`src/rtl/esmf_pkg.sv`:
```
`timescale 1ns / 1ps
`default_nettype none
// ----------------------------------------------------------------------------
// esmf_pkg
// Shared types and constants for the encoder speed measurement filter.
// ----------------------------------------------------------------------------
package esmf_pkg;

    localparam int unsigned DATA_W   = 32;
    localparam int unsigned WIDE_W   = 64;
    localparam int unsigned TICK_W   = 8;
    localparam int unsigned MIND_W   = 16;
    localparam int unsigned CFG_IDX_W = 2;

    // Q0.32 filter constants
    localparam logic [DATA_W-1:0] INV_GAIN_Q32 = 32'd652364;
    localparam logic [DATA_W-1:0] COEF_Q32     = 32'd4293662567;

    localparam logic [DATA_W-1:0] SCALE_RST     = 32'd19660800;
    localparam logic [MIND_W-1:0] MIN_DELTA_RST = 16'd50;
    localparam logic [TICK_W-1:0] MAX_TICKS_RST = 8'd10;

    localparam logic [CFG_IDX_W-1:0] REG_SPEED_SCALE = 2'd0;
    localparam logic [CFG_IDX_W-1:0] REG_MIN_DELTA   = 2'd1;
    localparam logic [CFG_IDX_W-1:0] REG_MAX_TICKS   = 2'd2;

    typedef struct packed {
        logic busy;
        logic done;
    } div_status_t;

endpackage
`default_nettype wire

```
`src/rtl/esmf_mul.sv`:
```
`timescale 1ns / 1ps
`default_nettype none
// ----------------------------------------------------------------------------
// esmf_mul
// Shared 32x32 unsigned multiplier with registered product.
// ----------------------------------------------------------------------------
module esmf_mul
(
    input  wire logic                           clk,
    input  wire logic [esmf_pkg::DATA_W-1:0]    a,
    input  wire logic [esmf_pkg::DATA_W-1:0]    b,
    output logic      [esmf_pkg::WIDE_W-1:0]    p
);

    logic [esmf_pkg::WIDE_W-1:0] p_reg;

    always_ff @(posedge clk)
    begin
        p_reg <= {{esmf_pkg::DATA_W{1'b0}}, a} * {{esmf_pkg::DATA_W{1'b0}}, b};
    end

    assign p = p_reg;

endmodule
`default_nettype wire

```
`src/rtl/esmf_div.sv`:
```
`timescale 1ns / 1ps
`default_nettype none
// ----------------------------------------------------------------------------
// esmf_div
// Restoring divider, 64-bit dividend by 8-bit divisor, one quotient bit
// per cycle.
// ----------------------------------------------------------------------------
module esmf_div
(
    input  wire logic                           clk,
    input  wire logic                           rst_n,
    input  wire logic                           start,
    input  wire logic [esmf_pkg::WIDE_W-1:0]    dividend,
    input  wire logic [esmf_pkg::TICK_W-1:0]    divisor,
    output logic      [esmf_pkg::WIDE_W-1:0]    quotient,
    output esmf_pkg::div_status_t               status
);

    localparam int unsigned CNT_W = $clog2(esmf_pkg::WIDE_W);

    logic                           busy_reg;
    logic                           done_reg;
    logic [CNT_W-1:0]               cnt_reg;
    logic [esmf_pkg::WIDE_W-1:0]    q_reg;
    logic [esmf_pkg::TICK_W-1:0]    rem_reg;
    logic [esmf_pkg::TICK_W-1:0]    d_reg;
    logic [esmf_pkg::TICK_W:0]      rem_sh;
    logic [esmf_pkg::TICK_W:0]      rem_sub;
    logic                           ge;

    assign rem_sh  = {rem_reg, q_reg[esmf_pkg::WIDE_W-1]};
    assign ge      = rem_sh >= {1'b0, d_reg};
    assign rem_sub = rem_sh - {1'b0, d_reg};

    always_ff @(posedge clk or negedge rst_n)
    begin
        if (!rst_n)
        begin
            busy_reg <= 1'b0;
            done_reg <= 1'b0;
            cnt_reg  <= '0;
        end
        else
        begin
            done_reg <= busy_reg && !start && (cnt_reg == '0);
            if (start)
            begin
                busy_reg <= 1'b1;
                cnt_reg  <= CNT_W'(esmf_pkg::WIDE_W - 1);
            end
            else if (busy_reg)
            begin
                cnt_reg <= cnt_reg - 1'b1;
                if (cnt_reg == '0)
                    busy_reg <= 1'b0;
            end
        end
    end

    always_ff @(posedge clk)
    begin
        if (start)
        begin
            q_reg   <= dividend;
            rem_reg <= '0;
            d_reg   <= divisor;
        end
        else if (busy_reg)
        begin
            q_reg   <= {q_reg[esmf_pkg::WIDE_W-2:0], ge};
            rem_reg <= ge ? rem_sub[esmf_pkg::TICK_W-1:0] : rem_sh[esmf_pkg::TICK_W-1:0];
        end
    end

    assign quotient    = q_reg;
    assign status.busy = busy_reg;
    assign status.done = done_reg;

endmodule
`default_nettype wire

```
`src/rtl/encoder_speed_measure_filter.sv`:
```
`timescale 1ns / 1ps
`default_nettype none
// ----------------------------------------------------------------------------
// encoder_speed_measure_filter
// M/T encoder speed measurement with a first-order lowpass on the result.
// ----------------------------------------------------------------------------
// Path: a transaction that recomputes the speed passes through the multiply, the
//   bit-serial divider and the filter update; otherwise only the filter update.
// Flow: the sequencer and the shared multiplier serve one transaction at a time.
// Reset: asynchronous, active low; clears the sequencer, saved position, tick
//   count, held speed, filter history and output valid, and loads the register
//   defaults (scale 19660800, min delta 50, max ticks 10).
// ----------------------------------------------------------------------------
module encoder_speed_measure_filter
(
    input  wire logic                               clk,
    input  wire logic                               rst_n,
    input  wire logic                               cfg_we,
    input  wire logic [esmf_pkg::CFG_IDX_W-1:0]     cfg_index,
    input  wire logic [esmf_pkg::DATA_W-1:0]        cfg_data,
    input  wire logic                               in_valid,
    output logic                                    in_stall,
    input  wire logic [esmf_pkg::DATA_W-1:0]        position,
    output logic                                    out_valid,
    input  wire logic                               out_stall,
    output logic signed [esmf_pkg::DATA_W-1:0]      speed,
    output logic signed [esmf_pkg::DATA_W-1:0]      speed_filtered,
    output logic                                    updated
);

    localparam int unsigned DW = esmf_pkg::DATA_W;
    localparam int unsigned WW = esmf_pkg::WIDE_W;
    localparam int unsigned TW = esmf_pkg::TICK_W;

    localparam logic [3:0] S_IDLE  = 4'd0;
    localparam logic [3:0] S_MULS  = 4'd1;
    localparam logic [3:0] S_DIVGO = 4'd2;
    localparam logic [3:0] S_DIV   = 4'd3;
    localparam logic [3:0] S_MULX  = 4'd4;
    localparam logic [3:0] S_MULLO = 4'd5;
    localparam logic [3:0] S_MULHI = 4'd6;
    localparam logic [3:0] S_ADDC  = 4'd7;
    localparam logic [3:0] S_NEG   = 4'd8;
    localparam logic [3:0] S_SUM   = 4'd9;
    localparam logic [3:0] S_RND   = 4'd10;
    localparam logic [3:0] S_OUT   = 4'd11;

    function automatic logic [WW-1:0] sat_add(input logic [WW-1:0] a, input logic [WW-1:0] b);
        logic [WW:0] s;
        s = {a[WW-1], a} + {b[WW-1], b};
        if (s[WW] != s[WW-1])
            sat_add = s[WW] ? {1'b1, {(WW-1){1'b0}}} : {1'b0, {(WW-1){1'b1}}};
        else
            sat_add = s[WW-1:0];
    endfunction

    // configuration
    logic [DW-1:0]                  scale_reg;
    logic [esmf_pkg::MIND_W-1:0]    min_delta_reg;
    logic [TW-1:0]                  max_ticks_reg;

    // state
    logic [3:0]         state_reg;
    logic [3:0]         state_next;
    logic [DW-1:0]      saved_pos_reg;
    logic [TW-1:0]      tick_count_reg;
    logic [DW-1:0]      held_speed_reg;
    logic [WW-1:0]      x_prev_reg;
    logic [WW-1:0]      y_prev_reg;

    // working registers
    logic [DW-1:0]      pos_reg;
    logic [DW-1:0]      mag_reg;
    logic               neg_reg;
    logic               upd_reg;
    logic [WW-1:0]      x_reg;
    logic [DW-1:0]      acc_reg;
    logic [WW-1:0]      p_reg;
    logic [WW-1:0]      t_reg;
    logic [WW-1:0]      c_reg;
    logic [DW-1:0]      filt_reg;

    logic               out_valid_reg;
    logic               out_valid_next;
    logic [DW-1:0]      speed_reg;
    logic [DW-1:0]      speed_filt_reg;
    logic               updated_reg;

    // datapath signals
    logic               in_acc;
    logic               out_acc;
    logic [DW-1:0]      diff;
    logic               diff_neg;
    logic [DW-1:0]      diff_mag;
    logic [TW-1:0]      tick_next;
    logic               upd_now;
    logic [DW-1:0]      mul_a;
    logic [DW-1:0]      mul_b;
    logic [WW-1:0]      mul_p;
    logic               div_start;
    logic [WW-1:0]      div_q;
    esmf_pkg::div_status_t div_st;
    logic [DW-1:0]      held_next;
    logic [DW-1:0]      held_mag;
    logic [WW-1:0]      y_mag;
    logic [WW:0]        rnd_sum;
    logic [DW:0]        rnd_q;

    assign in_acc  = in_valid && !in_stall;
    assign out_acc = out_valid_reg && !out_stall;
    assign in_stall = (state_reg != S_IDLE);

    assign out_valid_next = ((state_reg == S_OUT) && (!out_valid_reg || !out_stall))
                         || (out_valid_reg && !out_acc);

    assign diff      = position - saved_pos_reg;
    assign diff_neg  = diff[DW-1];
    assign diff_mag  = diff_neg ? (~diff + 1'b1) : diff;
    assign tick_next = (tick_count_reg == {TW{1'b1}}) ? tick_count_reg
                                                      : tick_count_reg + 1'b1;
    assign upd_now   = (diff_mag >= {{(DW-esmf_pkg::MIND_W){1'b0}}, min_delta_reg})
                    || (tick_next >= max_ticks_reg);

    assign held_mag  = held_speed_reg[DW-1] ? (~held_speed_reg + 1'b1) : held_speed_reg;
    assign y_mag     = y_prev_reg[WW-1] ? (~y_prev_reg + 1'b1) : y_prev_reg;

    always_comb
    begin
        if (neg_reg)
            held_next = (div_q >= 64'h0000_0000_8000_0000) ? {1'b1, {(DW-1){1'b0}}}
                                                          : (~div_q[DW-1:0] + 1'b1);
        else
            held_next = (div_q >= 64'h0000_0000_7FFF_FFFF) ? {1'b0, {(DW-1){1'b1}}}
                                                          : div_q[DW-1:0];
    end

    assign rnd_sum = {y_prev_reg[WW-1], y_prev_reg} + {{(WW-DW+1){1'b0}}, 1'b1, {(DW-1){1'b0}}};
    assign rnd_q   = rnd_sum[WW:WW-DW];

    always_comb
    begin
        unique case (state_reg)
            S_MULS:
            begin
                mul_a = mag_reg;
                mul_b = scale_reg;
            end
            S_MULX:
            begin
                mul_a = held_mag;
                mul_b = esmf_pkg::INV_GAIN_Q32;
            end
            S_MULLO:
            begin
                mul_a = y_mag[DW-1:0];
                mul_b = esmf_pkg::COEF_Q32;
            end
            S_MULHI:
            begin
                mul_a = y_mag[WW-1:DW];
                mul_b = esmf_pkg::COEF_Q32;
            end
            default:
            begin
                mul_a = '0;
                mul_b = '0;
            end
        endcase
    end

    assign div_start = (state_reg == S_DIVGO);

    esmf_mul u_mul
    (
        .clk (clk),
        .a   (mul_a),
        .b   (mul_b),
        .p   (mul_p)
    );

    esmf_div u_div
    (
        .clk      (clk),
        .rst_n    (rst_n),
        .start    (div_start),
        .dividend (mul_p),
        .divisor  (tick_count_reg),
        .quotient (div_q),
        .status   (div_st)
    );

    always_comb
    begin
        state_next = state_reg;
        unique case (state_reg)
            S_IDLE:  if (in_acc) state_next = upd_now ? S_MULS : S_MULX;
            S_MULS:  state_next = S_DIVGO;
            S_DIVGO: state_next = S_DIV;
            S_DIV:   if (div_st.done) state_next = S_MULX;
            S_MULX:  state_next = S_MULLO;
            S_MULLO: state_next = S_MULHI;
            S_MULHI: state_next = S_ADDC;
            S_ADDC:  state_next = S_NEG;
            S_NEG:   state_next = S_SUM;
            S_SUM:   state_next = S_RND;
            S_RND:   state_next = S_OUT;
            S_OUT:   if (!out_valid_reg || !out_stall) state_next = S_IDLE;
            default: state_next = S_IDLE;
        endcase
    end

    always_ff @(posedge clk or negedge rst_n)
    begin
        if (!rst_n)
        begin
            scale_reg     <= esmf_pkg::SCALE_RST;
            min_delta_reg <= esmf_pkg::MIN_DELTA_RST;
            max_ticks_reg <= esmf_pkg::MAX_TICKS_RST;
        end
        else if (cfg_we)
        begin
            unique case (cfg_index)
                esmf_pkg::REG_SPEED_SCALE: scale_reg     <= cfg_data;
                esmf_pkg::REG_MIN_DELTA:   min_delta_reg <= cfg_data[esmf_pkg::MIND_W-1:0];
                esmf_pkg::REG_MAX_TICKS:   max_ticks_reg <= cfg_data[TW-1:0];
                default: ;
            endcase
        end
    end

    always_ff @(posedge clk or negedge rst_n)
    begin
        if (!rst_n)
        begin
            state_reg      <= S_IDLE;
            saved_pos_reg  <= '0;
            tick_count_reg <= '0;
            held_speed_reg <= '0;
            x_prev_reg     <= '0;
            y_prev_reg     <= '0;
            out_valid_reg  <= 1'b0;
        end
        else
        begin
            state_reg     <= state_next;
            out_valid_reg <= out_valid_next;
            unique case (state_reg)
                S_IDLE:
                begin
                    if (in_acc)
                        tick_count_reg <= tick_next;
                end
                S_DIV:
                begin
                    if (div_st.done)
                    begin
                        held_speed_reg <= held_next;
                        saved_pos_reg  <= pos_reg;
                        tick_count_reg <= '0;
                    end
                end
                S_SUM:
                begin
                    y_prev_reg <= sat_add(t_reg, c_reg);
                    x_prev_reg <= x_reg;
                end
                default: ;
            endcase
        end
    end

    always_ff @(posedge clk)
    begin
        unique case (state_reg)
            S_IDLE:
            begin
                pos_reg <= position;
                mag_reg <= diff_mag;
                neg_reg <= diff_neg;
                upd_reg <= upd_now;
            end
            S_MULLO:
            begin
                x_reg <= held_speed_reg[DW-1] ? (~mul_p + 1'b1) : mul_p;
            end
            S_MULHI:
            begin
                acc_reg <= mul_p[WW-1:DW];
            end
            S_ADDC:
            begin
                p_reg <= mul_p + {{(WW-DW){1'b0}}, acc_reg};
                t_reg <= sat_add(x_prev_reg, x_reg);
            end
            S_NEG:
            begin
                c_reg <= y_prev_reg[WW-1] ? (~p_reg + 1'b1) : p_reg;
            end
            S_RND:
            begin
                if (rnd_q[DW] != rnd_q[DW-1])
                    filt_reg <= rnd_q[DW] ? {1'b1, {(DW-1){1'b0}}} : {1'b0, {(DW-1){1'b1}}};
                else
                    filt_reg <= rnd_q[DW-1:0];
            end
            S_OUT:
            begin
                if (!out_valid_reg || !out_stall)
                begin
                    speed_reg      <= held_speed_reg;
                    speed_filt_reg <= filt_reg;
                    updated_reg    <= upd_reg;
                end
            end
            default: ;
        endcase
    end

    assign out_valid      = out_valid_reg;
    assign speed          = speed_reg;
    assign speed_filtered = speed_filt_reg;
    assign updated        = updated_reg;

`ifndef NO_ASSERTIONS
    a_div_done_in_wait: assert property (@(posedge clk) disable iff (!rst_n)
        div_st.done |-> (state_reg == S_DIV))
        else $error("divider done outside wait state");

    a_div_nonzero: assert property (@(posedge clk) disable iff (!rst_n)
        div_start |-> (tick_count_reg != '0))
        else $error("division started with zero tick count");

    a_tick_cleared: assert property (@(posedge clk) disable iff (!rst_n)
        (state_reg == S_DIV && div_st.done) |=> (tick_count_reg == '0))
        else $error("tick count not cleared after speed update");

    a_out_loaded: assert property (@(posedge clk) disable iff (!rst_n)
        (state_reg == S_OUT && !(out_valid_reg && out_stall)) |=> out_valid_reg)
        else $error("result not presented");

    a_div_idle_path: assert property (@(posedge clk) disable iff (!rst_n)
        (state_reg == S_MULX) |-> !div_st.busy)
        else $error("divider still busy during filter update");
`endif

endmodule
`default_nettype wire

```
`config.mk`:
```
export PLATFORM = sky130hd
export DESIGN_NAME = encoder_speed_measure_filter
export DESIGN_NICKNAME = d
export VERILOG_FILES = /design/src/rtl/esmf_pkg.sv /design/src/rtl/esmf_mul.sv /design/src/rtl/esmf_div.sv /design/src/rtl/encoder_speed_measure_filter.sv
export SDC_FILE = /design/constraint.sdc
export NUM_CORES = 2
export LEC_CHECK = 0
export BUFFER_PORTS_ARGS = -buffer_cell sky130_fd_sc_hd__buf_2
export CAP_MARGIN = 15
export CELL_PAD_IN_SITES_DETAIL_PLACEMENT = 1
export CELL_PAD_IN_SITES_GLOBAL_PLACEMENT = 1
export CORE_MARGIN = 2
export CORE_UTILIZATION = 52
export DETAILED_ROUTE_END_ITERATION = 6
export GPL_TIMING_DRIVEN = 0
export PLACE_DENSITY = 0.94
export SLEW_MARGIN = 10
export SYNTH_ARGS = -nofsm -noshare
export SYNTH_HDL_FRONTEND = slang
export SYNTH_SLANG_ARGS = --single-unit
```
`constraint.sdc`:
```
create_clock -name clk -period 12.3 [get_ports clk]
set_input_delay 0 -clock clk [delete_from_list [all_inputs] [get_ports clk]]
set_output_delay 0 -clock clk [all_outputs]
set_load 0.01 [all_outputs]
```
==> results.json <==
{
  "run_status": "finished, violations left",
  "violations": "design-rule violations, negative setup slack",
  "cp.arrival_ns": 13.23,
  "synth_fp_nets": 10035,
  "dieHeight_um": 400,
  "ys_warn_count": 0,
  "numCtsBuffers": 93,
  "worst_pin_slew_ns": 1.44,
  "grt_busiest_layer": "met2",
  "die_w_um": 400,
  "cp-end-kind": "register",
  "postSynthRegisterBits": 864,
  "fin_tns_setup_ns": -1.37,
  "rsz0062_at_grt": "yes",
  "grt-ovfl-total": 0,
  "gp_congestion": 1.06,
  "crit_required_ns": 12.87,
  "dr.first_iter.drc_count": 9279,
  "synth_edf_count": 523,
  "clock_sinks": 864,
  "synth_top_cell_area_share": 0.221,
  "grt_pass1_vias": 76985,
  "finalInstanceArea_um2": 90800,
  "area_growth_pct": 11.5,
  "hold_path_class": "in -> reg",
  "leakage_nw": 40.9,
  "clock_latency_ns": 0.74,
  "clockBufferDepth": 3,
  "whs_ns": 0.0119,
  "worstSetupPathType": "reg -> reg",
  "worstPathMaxFanout": 10,
  "maxSlewViolCount": 0,
  "layout-drive-gt1-share": 0.0818,
  "finalClockSkew_ns": 0.0409,
  "crit_path_start_kind": "register",
  "dp_hpwl_mm": 295,
  "antenna_found_initial": 49,
  "ant_nets": 0,
  "max_freq_mhz": 79.0,
  "htree_levels": 3,
  "r2r_setup_slack_ns": -0.36,
  "post_synth_num_cell_types": 93,
  "portBuffers": 137,
  "timing.final.ws_setup_ns": -0.360,
  "ys_seq_area_frac": 0.293,
  "final-hold-violation-count": 0,
  "cpPeakStageDelay_ns": 0.58,
  "placed_area_um2": 85700,
  "syn_area_um2": 81500,
  "pin_count": 138,
  "grt_max_degree": 98,
  "cts_tree": "done",
  "relSlewSlack": 0.0374,
  "fin_nets": 10419,
  "grt_first_pass_wirelength_mm": 545,
  "final_util": 0.583,
  "wl_mm": 385,
  "clkTransAtPathRegs_ns": 0.07,
  "grtUsageTotal": 0.478,
  "vias": 73242,
  "finalSetupViolations": 13,
  "post-route-period-util": 1.03,
  "syn_inst": 8565,
  "cts_root_buf": "clkbuf_16",
  "gr-usage-met3": 0.159,
  "path_common_cell": "fa_1",
  "rows": 145,
  "synth_area_leaders": "fa_1, edfxtp_1, dfrtp_1",
  "slowest_stage": "xor2_1",
  "post-route-min-period_ns": 12.66,
  "dieArea_um2": 160000,
  "use_met1": 0.608,
  "synth_top_area_cell": "fa_1",
  "drt-vias-per-instance": 6.59,
  "place_ws_ns": -2.69,
  "powerDensity_nw_per_um2": 122,
  "synth-main-ff-cell": "edfxtp_1",
  "syn_area_per_cell_um2": 9.51,
  "drc": 10,
  "grtUsageMet2": 0.704,
  "async_flop_share": 0.311,
  "initial_core_util": 0.523,
  "core_area_um2": 156000,
  "wire_per_inst_um": 34.7,
  "maxCapViolations": 0,
  "vdd_ir_drop_max_v": 0.000204,
  "dr.pass1.iters": 7
}
==> cells in the mapped netlist (all sizes together) (20+ instances only) <==
cell    count
nand2    1056
or2        24
and3       58
or4        48
maj3       67
and2       52
o21bai     23
inv      1112
xnor2     345
a221oi     25
nor4       36
buf        30
o21ai     414
nor2b      43
o31ai      83
nand4      77
nor3       74
fa        901
o21a       49
nor2      798
a211oi     34
a21oi     383
xor2      206
dfrtp     260
a21o      202
or3        55
mux2      124
o211ai     20
o41ai      30
dfxtp      72
a31oi      36
nand3     103
nand2b     57
edfxtp    523
ha        498
clkbuf    408
==> cells in the final DEF, fill, tap and decap left out, drive strengths merged, types with 57 or more instances in the layout <==
cell	instances
nor3	74
xnor2	345
dfrtp	260
o21ai	414
nand3	103
nand2b	57
nand4	77
nor2	798
dfxtp	72
a21oi	383
and3	58
mux2	124
ha	498
nand2	1056
edfxtp	523
a21o	202
o31ai	83
dlygate4sd3	77
maj3	67
xor2	206
fa	901
clkbuf	509
inv	1115
buf	256
==> power by group <==
| group | switching [W] | total, W | internal, W |
|---|---|---|---|
| Sequential | 0.000557 | 0.00409 | 0.00354 |
| Combinational | 0.00263 | 0.00387 | 0.00123 |
| Clock | 0.00137 | 0.00314 | 0.00177 |
==> area by class of cell <==
cell class | count | area, µm²
well taps | 2058 | 2570
clock inverters | 57 | 733
plain buffers | 426 | 1790
multi-input cells | 6151 | 52500
fillers | 17351 | 65000
clock buffers | 118 | 2540
inverters | 1112 | 4180
repair buffers | 301 | 2530
diodes | 26 | 65.1
flip-flops and latches | 864 | 23900
==> stage by stage <==
step | power, W | cells
finish | 0.0111 | 11113
global route | 0.0113 | 11091
CTS | 0.0107 | 11075
detailed placement | 0.00748 | 10817
global placement | 0.00724 | 10760
floorplan | 0.00603 | 8565
==> metal layers <==
| layer | wire [µm] | vias to the layer above |
|---|---|---|
| met3 | 48500 | 1582 |
| li1 | - | 29155 |
| met1 | 143000 | 37348 |
| met2 | 164000 | 5119 |
| met4 | 29700 | 38 |
| met5 | 262 | - |
==> logic make-up (layout without fill, tap and decap cells) <==
group | count (synthesis) | in the layout | share of synthesized area
AOI/OAI and AO/OA | 1467 | 1467 | 0.114
other | 0 | 26 | 0
muxes | 133 | 133 | 0.0182
adders and majority gates | 1466 | 1466 | 0.306
and+or+nand+nor | 2534 | 2534 | 0.138
DFF | 864 | 864 | 0.293
buffers and inverters | 1550 | 2014 | 0.0715
xor gates and xnor gates | 551 | 551 | 0.0592
==> path summary, 6_finish.rpt <==
check | cells after the start | from | endpoint
max | 36 | y_prev_reg[0] | u_mul.p[47]
min | 2 | position[19] | pos_reg[19]
max reg2reg | 36 | y_prev_reg[0] | u_mul.p[47]
min reg2reg | 0 | filt_reg[25] | speed_filtered[25]
max in group asynchronous | 4 | rst_n | y_prev_reg[50]
min in group asynchronous | 3 | rst_n | max_ticks_reg[1]
==> worst max-delay path, delay by kind of cell, from the launching register on <==
kind,cells,cell delay (ns)
AOI/OAI and AO/OA,8,2.29
adders and majority gates,9,4.75
and+or+nand+nor,12,2.94
buffers and inverters,5,1.00
xor gates and xnor gates,2,1.00
DFF,1,0.51
==> timing repair <==
action	CTS	global route
hold buffers	78	0
pin swaps	13	18
gates resized for setup	133	122
endpoints found under the hold margin	366	0
setup buffers	11	12
gates cloned	0	0
setup endpoints to repair	37	26
Power figures use the tool's default switching activity.
